**src/rtl/core/ecal_pkg.sv**
```systemverilog
// ----------------------------------------------------------------------------
// ecal_pkg: shared constants and types for the epoch-to-calendar converter
// Field widths, calendar constants and the result structs passed from the
// date and time-of-day pipelines to the top level.
// ----------------------------------------------------------------------------
package ecal_pkg;

  // field widths
  localparam int unsigned SECS_W  = 31;
  localparam int unsigned DAYS_W  = 15;
  localparam int unsigned TOD_W   = 17;
  localparam int unsigned YEAR_W  = 11;
  localparam int unsigned MONTH_W = 4;
  localparam int unsigned DOM_W   = 5;
  localparam int unsigned DOY_W   = 9;
  localparam int unsigned HOUR_W  = 5;
  localparam int unsigned MIN_W   = 6;
  localparam int unsigned SEC_W   = 6;

  // 86400 = 675 * 2^7: day split is a shift plus a divide by 675
  localparam int unsigned DAY_SHIFT     = 7;
  localparam int unsigned DAY_DIV       = 675;
  localparam int unsigned SECS_PER_HOUR = 3600;
  localparam int unsigned SECS_PER_MIN  = 60;

  // calendar constants
  localparam int unsigned DAYS_TO_1969_END = 25567;
  localparam int unsigned DAYS_TO_2000_END = 36890;
  localparam int unsigned DAYS_PER_4Y      = 1461;
  localparam int unsigned DAYS_PER_YEAR    = 365;
  localparam int unsigned MONTH_MUL        = 67;
  localparam int unsigned MONTH_ADD        = 2012;
  localparam int unsigned MONTH_SHIFT      = 11;   // divide by 2048
  localparam int unsigned DAY_MUL          = 489;
  localparam int unsigned BASE_1900        = 1900;
  localparam int unsigned BASE_2000        = 2000;

  // length of the valid chain from accepted start to the result strobe
  localparam int unsigned PIPE_DEPTH = 8;

  typedef struct packed {
    logic [YEAR_W-1:0]  year;
    logic [MONTH_W-1:0] month;
    logic [DOM_W-1:0]   day_of_month;
    logic [DOY_W-1:0]   day_of_year;
  } date_t;

  typedef struct packed {
    logic [HOUR_W-1:0] hour;
    logic [MIN_W-1:0]  minute;
    logic [SEC_W-1:0]  second;
  } tod_t;

endpackage

```
**src/rtl/core/ecal_cdiv.sv**
```systemverilog
// ----------------------------------------------------------------------------
// ecal_cdiv: two-stage divide by a constant
// Stage 1 estimates the quotient with a reciprocal multiply (never high,
// at most one low); stage 2 forms the remainder and corrects by one.
// ----------------------------------------------------------------------------
module ecal_cdiv #(
  parameter int unsigned W  = 16,
  parameter int unsigned D  = 3,
  parameter int unsigned QW = $clog2(((2 ** W) - 1) / D + 1),
  parameter int unsigned RW = $clog2(D)
) (
  input  logic          clk_i,
  input  logic [W-1:0]  x_i,
  output logic [QW-1:0] q_o,
  output logic [RW-1:0] r_o
);

  localparam int unsigned M  = (2 ** W) / D;
  localparam int unsigned MW = $clog2(M + 1);

  logic [W+MW-1:0] prod;
  logic [MW-1:0]   est_d, est_q;
  logic [W-1:0]    x_q;
  logic [W-1:0]    back, diff;
  logic            fix;
  logic [QW-1:0]   q_d, q_q;
  logic [RW-1:0]   r_d, r_q;

  // stage 1: estimate
  assign prod  = (W + MW)'(x_i) * (W + MW)'(M);
  assign est_d = prod[W+MW-1:W];

  always_ff @(posedge clk_i) begin
    x_q   <= x_i;
    est_q <= est_d;
  end

  // stage 2: remainder and correction
  assign back = W'(est_q) * W'(D);
  assign diff = x_q - back;
  assign fix  = (diff >= W'(D));
  assign q_d  = QW'(est_q) + QW'(fix);
  assign r_d  = fix ? RW'(diff - W'(D)) : RW'(diff);

  always_ff @(posedge clk_i) begin
    q_q <= q_d;
    r_q <= r_d;
  end

  assign q_o = q_q;
  assign r_o = r_q;

endmodule

```
**src/rtl/core/ecal_tod.sv**
```systemverilog
// ----------------------------------------------------------------------------
// ecal_tod: time-of-day pipeline
// Splits seconds within the day into hour, minute and second, delayed to
// line up with the date pipeline.
// ----------------------------------------------------------------------------
module ecal_tod (
  input  logic                       clk_i,
  input  logic [ecal_pkg::TOD_W-1:0] tod_i,
  output ecal_pkg::tod_t             tod_o
);

  localparam int unsigned HQW = $clog2(((2 ** ecal_pkg::TOD_W) - 1)
                                       / ecal_pkg::SECS_PER_HOUR + 1);
  localparam int unsigned HRW = $clog2(ecal_pkg::SECS_PER_HOUR);
  localparam int unsigned MQW = $clog2(((2 ** HRW) - 1) / ecal_pkg::SECS_PER_MIN + 1);
  localparam int unsigned MRW = $clog2(ecal_pkg::SECS_PER_MIN);

  logic [HQW-1:0]                hour_full;
  logic [HRW-1:0]                sec_in_hour;
  logic [MQW-1:0]                min_full;
  logic [MRW-1:0]                sec_in_min;
  logic [ecal_pkg::HOUR_W-1:0]   hour_q [2];
  ecal_pkg::tod_t                dly_d;
  ecal_pkg::tod_t                dly_q [2];

  ecal_cdiv #(.W(ecal_pkg::TOD_W), .D(ecal_pkg::SECS_PER_HOUR)) u_hour (
    .clk_i (clk_i),
    .x_i   (tod_i),
    .q_o   (hour_full),
    .r_o   (sec_in_hour)
  );

  ecal_cdiv #(.W(HRW), .D(ecal_pkg::SECS_PER_MIN)) u_min (
    .clk_i (clk_i),
    .x_i   (sec_in_hour),
    .q_o   (min_full),
    .r_o   (sec_in_min)
  );

  // hour rides along while minutes are split
  always_ff @(posedge clk_i) begin
    hour_q[0] <= hour_full[ecal_pkg::HOUR_W-1:0];
    hour_q[1] <= hour_q[0];
  end

  always_comb begin
    dly_d.hour   = hour_q[1];
    dly_d.minute = min_full[ecal_pkg::MIN_W-1:0];
    dly_d.second = ecal_pkg::SEC_W'(sec_in_min);
  end

  // align with the two month/day stages of the date path
  always_ff @(posedge clk_i) begin
    dly_q[0] <= dly_d;
    dly_q[1] <= dly_q[0];
  end

  assign tod_o = dly_q[1];

endmodule

```
**src/rtl/core/ecal_date.sv**
```systemverilog
// ----------------------------------------------------------------------------
// ecal_date: day count to calendar date pipeline
// Day count -> 4-year cycle -> year within cycle -> year, day of year ->
// month and day of month by multiply-shift.
// ----------------------------------------------------------------------------
module ecal_date (
  input  logic                        clk_i,
  input  logic [ecal_pkg::DAYS_W-1:0] days_i,
  output ecal_pkg::date_t             date_o
);

  localparam int unsigned EW  = 16;   // 1-based day number since 1900
  localparam int unsigned CQW = $clog2(((2 ** EW) - 1) / ecal_pkg::DAYS_PER_4Y + 1);
  localparam int unsigned RW  = $clog2(ecal_pkg::DAYS_PER_4Y);
  localparam int unsigned PW  = RW + 2;
  localparam int unsigned PQW = $clog2(((2 ** PW) - 1) / ecal_pkg::DAYS_PER_4Y + 1);
  localparam int unsigned JW  = ecal_pkg::DOY_W;
  localparam int unsigned MPW = 15;   // month product width
  localparam int unsigned DPW = 13;   // day product width

  // stage A: era select and offset into the 4-year cycles
  logic [EW-1:0]  dnum, em1;
  logic           era;
  logic           era_q [4];
  logic [CQW-1:0] cyc;
  logic [RW-1:0]  r0;
  logic [RW-1:0]  rem;
  logic [PW-1:0]  px;
  logic [PQW-1:0] py_full;
  logic [CQW-1:0] cyc_q [2];
  logic [RW-1:0]  rem_q [2];

  assign dnum = EW'(days_i) + EW'(ecal_pkg::DAYS_TO_1969_END) + EW'(1);
  assign era  = (dnum > EW'(ecal_pkg::DAYS_TO_2000_END));
  assign em1  = era ? (dnum - EW'(ecal_pkg::DAYS_TO_2000_END) - EW'(1))
                    : (dnum - EW'(ecal_pkg::DAYS_PER_YEAR) - EW'(1));

  ecal_cdiv #(.W(EW), .D(ecal_pkg::DAYS_PER_4Y)) u_cyc (
    .clk_i (clk_i),
    .x_i   (em1),
    .q_o   (cyc),
    .r_o   (r0)
  );

  // position within the cycle, then year within the cycle
  assign rem = r0 + RW'(1);
  assign px  = (PW'(rem) << 2) - PW'(1);

  ecal_cdiv #(.W(PW), .D(ecal_pkg::DAYS_PER_4Y)) u_py (
    .clk_i (clk_i),
    .x_i   (px),
    .q_o   (py_full),
    .r_o   ()
  );

  always_ff @(posedge clk_i) begin
    era_q[0] <= era;
    era_q[1] <= era_q[0];
    era_q[2] <= era_q[1];
    era_q[3] <= era_q[2];
    cyc_q[0] <= cyc;
    cyc_q[1] <= cyc_q[0];
    rem_q[0] <= rem;
    rem_q[1] <= rem_q[0];
  end

  // stage B: year, day of year, month
  logic [1:0]                   py;
  logic [ecal_pkg::YEAR_W-1:0]  year_d, year_q, year_o_q;
  logic [ecal_pkg::YEAR_W-1:0]  base;
  logic [ecal_pkg::DOY_W-1:0]   doy_d, doy_q, doy_o_q;
  logic                         leap;
  logic [1:0]                   skip;
  logic [JW-1:0]                j_d, j_q;
  logic [MPW-1:0]               mprod;
  logic [ecal_pkg::MONTH_W-1:0] mon_d, mon_q, mon_o_q;

  assign py     = py_full[1:0];
  assign base   = era_q[3] ? ecal_pkg::YEAR_W'(ecal_pkg::BASE_2000 + 1)
                           : ecal_pkg::YEAR_W'(ecal_pkg::BASE_1900 + 1);
  assign year_d = base + ecal_pkg::YEAR_W'({cyc_q[1], 2'b00}) + ecal_pkg::YEAR_W'(py);
  assign doy_d  = ecal_pkg::DOY_W'(rem_q[1])
                - ecal_pkg::DOY_W'(py) * ecal_pkg::DOY_W'(ecal_pkg::DAYS_PER_YEAR);

  // only years 1970..2038 occur, so divisibility by 4 decides
  assign leap = (year_d[1:0] == 2'b00);
  assign skip = leap ? 2'd1 : 2'd2;
  assign j_d  = (doy_d > (JW'(61) - JW'(skip))) ? (doy_d + JW'(skip)) : doy_d;

  assign mprod = MPW'(j_d) * MPW'(ecal_pkg::MONTH_MUL) + MPW'(ecal_pkg::MONTH_ADD);
  assign mon_d = mprod[ecal_pkg::MONTH_SHIFT +: ecal_pkg::MONTH_W];

  always_ff @(posedge clk_i) begin
    year_q <= year_d;
    doy_q  <= doy_d;
    j_q    <= j_d;
    mon_q  <= mon_d;
  end

  // stage C: day of month
  logic [DPW-1:0]              dprod;
  logic [JW:0]                 dom_full;
  logic [ecal_pkg::DOM_W-1:0]  dom_d, dom_o_q;

  assign dprod    = DPW'(mon_q) * DPW'(ecal_pkg::DAY_MUL);
  assign dom_full = (JW + 1)'(j_q) + (JW + 1)'(30) - (JW + 1)'(dprod[DPW-1:4]);
  assign dom_d    = dom_full[ecal_pkg::DOM_W-1:0];

  always_ff @(posedge clk_i) begin
    year_o_q <= year_q;
    doy_o_q  <= doy_q;
    mon_o_q  <= mon_q;
    dom_o_q  <= dom_d;
  end

  always_comb begin
    date_o.year         = year_o_q;
    date_o.month        = mon_o_q;
    date_o.day_of_month = dom_o_q;
    date_o.day_of_year  = doy_o_q;
  end

endmodule

```
**src/rtl/core/epoch_seconds_to_calendar.sv**
```systemverilog
// ----------------------------------------------------------------------------
// epoch_seconds_to_calendar: seconds since 1970-01-01 to calendar fields
// Fully pipelined converter from a 31-bit epoch second count to year, month,
// day of month, day of year, hour, minute and second.
// ----------------------------------------------------------------------------
// Usage:
//   Input: drive epoch_seconds_i and raise start_i; a transaction is taken at
//   every rising edge with start_i high and busy_o low. busy_o is always low,
//   so a new transaction can be issued every cycle.
//   Output: each result appears on the result ports for exactly one cycle
//   with done_o high. The receiver has no backpressure and must take it.
//   Pipeline: reciprocal-multiply dividers (day split, hour split, minute
//   split, 4-year cycle, year in cycle) followed by two month/day stages.
//   Throughput: one transaction per cycle, set by that pipeline.
//   Results leave in issue order.
//   Reset: rst_ni (async, active low) clears the valid chain, so no done_o
//   strobes follow reset until new transactions are issued. Datapath
//   registers are not reset.
// ----------------------------------------------------------------------------
module epoch_seconds_to_calendar (
  input  logic                         clk_i,
  input  logic                         rst_ni,
  input  logic                         start_i,
  output logic                         busy_o,
  input  logic [ecal_pkg::SECS_W-1:0]  epoch_seconds_i,
  output logic                         done_o,
  output logic [ecal_pkg::YEAR_W-1:0]  year_o,
  output logic [ecal_pkg::MONTH_W-1:0] month_o,
  output logic [ecal_pkg::DOM_W-1:0]   day_of_month_o,
  output logic [ecal_pkg::DOY_W-1:0]   day_of_year_o,
  output logic [ecal_pkg::HOUR_W-1:0]  hour_o,
  output logic [ecal_pkg::MIN_W-1:0]   minute_o,
  output logic [ecal_pkg::SEC_W-1:0]   second_o
);

  localparam int unsigned XW  = ecal_pkg::SECS_W - ecal_pkg::DAY_SHIFT;
  localparam int unsigned DRW = $clog2(ecal_pkg::DAY_DIV);
  localparam int unsigned DEP = ecal_pkg::PIPE_DEPTH;

  // Valid chain: one bit per pipeline stage, cleared at reset.
  logic           accept;
  logic [DEP-1:0] vld_d, vld_q;

  assign busy_o = 1'b0;
  assign accept = start_i & ~busy_o;
  assign vld_d  = {vld_q[DEP-2:0], accept};

  always_ff @(posedge clk_i or negedge rst_ni) begin
    if (!rst_ni) begin
      vld_q <= '0;
    end else begin
      vld_q <= vld_d;
    end
  end

  // Day split: seconds / 86400 is (seconds >> 7) / 675; the low seven bits
  // rejoin the remainder to form the second of the day.
  logic [ecal_pkg::DAYS_W-1:0]    days;
  logic [DRW-1:0]                 rem675;
  logic [ecal_pkg::DAY_SHIFT-1:0] lo_q [2];
  logic [ecal_pkg::TOD_W-1:0]     tod;

  ecal_cdiv #(.W(XW), .D(ecal_pkg::DAY_DIV)) u_days (
    .clk_i (clk_i),
    .x_i   (epoch_seconds_i[ecal_pkg::SECS_W-1:ecal_pkg::DAY_SHIFT]),
    .q_o   (days),
    .r_o   (rem675)
  );

  always_ff @(posedge clk_i) begin
    lo_q[0] <= epoch_seconds_i[ecal_pkg::DAY_SHIFT-1:0];
    lo_q[1] <= lo_q[0];
  end

  assign tod = {rem675, lo_q[1]};

  // Date and time-of-day pipelines run side by side with equal latency.
  ecal_pkg::date_t date;
  ecal_pkg::tod_t  tday;

  ecal_date u_date (
    .clk_i  (clk_i),
    .days_i (days),
    .date_o (date)
  );

  ecal_tod u_tod (
    .clk_i (clk_i),
    .tod_i (tod),
    .tod_o (tday)
  );

  assign done_o         = vld_q[DEP-1];
  assign year_o         = date.year;
  assign month_o        = date.month;
  assign day_of_month_o = date.day_of_month;
  assign day_of_year_o  = date.day_of_year;
  assign hour_o         = tday.hour;
  assign minute_o       = tday.minute;
  assign second_o       = tday.second;

  // Every strobe traces back to an earlier accepted transaction.
  a_done_from_start: assert property (@(posedge clk_i) disable iff (!rst_ni)
    done_o |-> $past(start_i, DEP))
    else $error("done_o without matching start");

  a_month_dom: assert property (@(posedge clk_i) disable iff (!rst_ni)
    done_o |-> (month_o >= 4'd1 && month_o <= 4'd12 &&
                day_of_month_o >= 5'd1))
    else $error("month or day of month out of range");

  a_doy_leap: assert property (@(posedge clk_i) disable iff (!rst_ni)
    done_o |-> (day_of_year_o >= 9'd1 && day_of_year_o <= 9'd366 &&
                (day_of_year_o != 9'd366 || year_o[1:0] == 2'b00)))
    else $error("day of year out of range for year");

  a_time_range: assert property (@(posedge clk_i) disable iff (!rst_ni)
    done_o |-> (hour_o < 5'd24 && minute_o < 6'd60 && second_o < 6'd60))
    else $error("time of day out of range");

endmodule

```
**config.mk**
```make
export PLATFORM = sky130hd
export DESIGN_NAME = epoch_seconds_to_calendar
export DESIGN_NICKNAME = d
export VERILOG_FILES = /design/src/rtl/core/ecal_pkg.sv /design/src/rtl/core/ecal_cdiv.sv /design/src/rtl/core/ecal_tod.sv /design/src/rtl/core/ecal_date.sv /design/src/rtl/core/epoch_seconds_to_calendar.sv
export SDC_FILE = /design/constraint.sdc
export NUM_CORES = 1
export LEC_CHECK = 0
export BUFFER_PORTS_ARGS = -buffer_cell sky130_fd_sc_hd__buf_2
export CAP_MARGIN = 20
export CORE_ASPECT_RATIO = 1.25
export CORE_MARGIN = 10
export CORE_UTILIZATION = 25
export DETAILED_ROUTE_END_ITERATION = 10
export GPL_TIMING_DRIVEN = 0
export PLACE_DENSITY = 0.43
export SYNTH_ARGS = -nofsm -noshare
export SYNTH_HDL_FRONTEND = slang
export SYNTH_SLANG_ARGS = --single-unit
```
**constraint.sdc**
```tcl
create_clock -name clk_i -period 12.2 [get_ports clk_i]
set_input_delay 0 -clock clk_i [delete_from_list [all_inputs] [get_ports clk_i]]
set_output_delay 0 -clock clk_i [all_outputs]
set_load 0.01 [all_outputs]
```
==> metrics <==
outcome finished clean; CTS Sinks 348; final setup fails 0; clock tree buffer depth 3; H-tree Lvls 2; Synth area leaders ha_1 25%, dfxtp_1 25%, fa_1 16%; Post-synth ARST share 2.299%; Remaining DRCs 0; number of buffers added on ports 80; initial core utilization 25.18%; routability congestion estimate from global placement 0.7711; width of the die 317.8 um; filler instances 11639; delay-heaviest family, CP adder cells; # resized after CTS 0; TritonRoute pass-1 iters 7; total CTS buffers 39; Avg Cell Area, Syn 9.912 um^2; Overflow after GRT 0; first-pass GRT wire length 95530 um; fin crit period 7.210 ns; Std-Cell Rows 136; met3 Use GR 1.287%; part of the Yosys area used for sequential elements 25.27%; # diodes 0; Total Routing Usage GR 9.143%; Syn Nets 3613; area grow syn2layout 14.07%; worst-margin pin slew 0.8494 ns; ys flop type dfxtp_1; Slowest cell on crit path nor3_1; cell area after synthesis 27720 um^2; grt peak-use layer met2; met1 Track Usage GR 10.67%; largest net degree at the start of global routing 14; I/O pin cnt 82; postcts setup bufs 0; RSZ-0062 raised after global routing false; Seq cells post-synth 348; CP Buf/Inv Count 3; data required time at the worst endpoint 12.70 ns; 1st-iter DRT viols 537; ANT nets after route 0; nets@finish 3768; vias per cell 4.089; drt wl/cell 12.69 um; chip height 392.3 um; crit path DAT 7.71 ns; top post-synthesis cells by count 564 x ha_1, 547 x inv_1, 340 x dfxtp_1; Hold Crit Start epoch_seconds_i[4]; routing usage on met2 17.30%; Synth area leader ha_1; Max Freq 138.7 MHz; setup tns final 0 ns; hold crit path type input port to flop; area fraction of the dominant cell type after synthesis 25.45%; Final Skew 0.03529 ns; crit path from u_date.u_py.q_o[0]; Netlist cell types 93; most frequent CP cell a21oi_1; Worst-path clk slew 0.06 ns; most numerous cell in the Yosys netlist ha_1; die area 124700 um^2; worst r2r src u_date.u_py.q_o[0]; routed vias 18111; Yosys warning count 0; fin. max-slew vios 0; share of cells above drive strength 1 6.879%; root buf cell clkbuf_16; Core Util, Final 28.72%; EDFF count, synth 0; Tcrit/Tclk final 59.10%; CP Capture Type flop; Multi-input gate area 18410 um^2; CTS tree done; Max Cap Violations 0; initial antenna violation count 1; worst rel slew slack 42.94%; clock latency on the worst-skew pair 0.58 ns; Critical Path Fanout Max 9; Worst Setup Path Type flop to flop; Fin Hold WS 0.1177 ns; vias in the first global route 19135; Synth Instances 2797; final wirelength 56210 um; CP startpoint kind flop; Final Hold Viols 0; Core Area 110100 um^2; dpl hpwl 47290 um; register area 7007 um^2; slowest stage delay, CP 0.71 ns
## placed cells by master (no fill, tap or decap), drive strengths merged, types with 31 or more instances in the layout
| cell type | Yosys | final |
|---|---|---|
| dlygate4sd3 | 0 | 34 |
| dfxtp | 340 | 340 |
| nor2 | 102 | 102 |
| clkbuf | 16 | 69 |
| inv | 549 | 552 |
| nand3 | 49 | 49 |
| buf | 27 | 107 |
| o21ai | 80 | 80 |
| nor3 | 45 | 45 |
| xnor2 | 148 | 148 |
| a21o | 41 | 41 |
| xor2 | 75 | 75 |
| nor2b | 31 | 31 |
| fa | 218 | 218 |
| a21oi | 117 | 117 |
| ha | 564 | 564 |
| nand2 | 95 | 95 |
## final cells by class
cell class              count  area share, %
multi-input cells        1857          58.21
flip-flops and latches    348          22.16
repair buffers            114          2.342
well taps                1449          5.733
clock buffers              53          3.600
plain buffers              43         0.7834
clock inverters            16         0.6607
inverters                 549          6.516
## sequential cells by signal, summed over array words and instances, names as in the netlist, 14 cells and up
register,flops
lo_q,14
u_date.rem_q,18
u_date.u_cyc.x_q,16
u_days.est_q,15
u_days.q_o,15
u_days.x_q,24
u_tod.dly_q,34
u_tod.u_hour.x_q,17
## through the flow
step                setup slack (ns)  std cells  area, um^2
floorplan                      6.208       2797       27720
global placement               4.829       4326       29940
detailed placement             4.848       4326       29940
CTS                            4.799       4429       31620
global route                   4.340       4429       31620
finish                         4.990       4429       31620
## worst paths after layout
path                            slack [ns]  cells past startpoint           endpoint
worst max-delay path                  4.99                     25    u_date.mon_q[3]
worst min-delay path                  0.12                      2         lo_q[0][4]
worst max register to register        4.99                     25    u_date.mon_q[3]
worst min register to register        0.32                      0  u_tod.dly_q[0][1]
max in group asynchronous            11.52                      3           vld_q[4]
min in group asynchronous             0.42                      3           vld_q[3]
## logic make-up (layout without fill, tap and decap cells)
kind of cell,Yosys count,count (layout),synth area share [%]
compound gates,406,406,9.717
xor+xnor,223,223,7.045
fa+ha+maj,782,782,41.20
buf+inv,592,775,8.327
flops,348,348,25.27
mux,12,12,0.4784
other cells,1,1,0.01353
simple gates,433,433,7.948
## repair_timing
item	4_1_cts	5_1_grt
setup endpoints to repair	0	0
hold buffers	34	0
hold endpoints to repair	40	0
## routing by layer
layer | vias up | part of all wire, %
met5 | - | 0
met4 | 0 | 2.1
met3 | 61 | 2.6
met2 | 170 | 51
met1 | 8369 | 44
li1 | 9511 | -
Power is not shown: default switching activity piles up to over one toggle a cycle in this logic, so the estimate is an artifact.
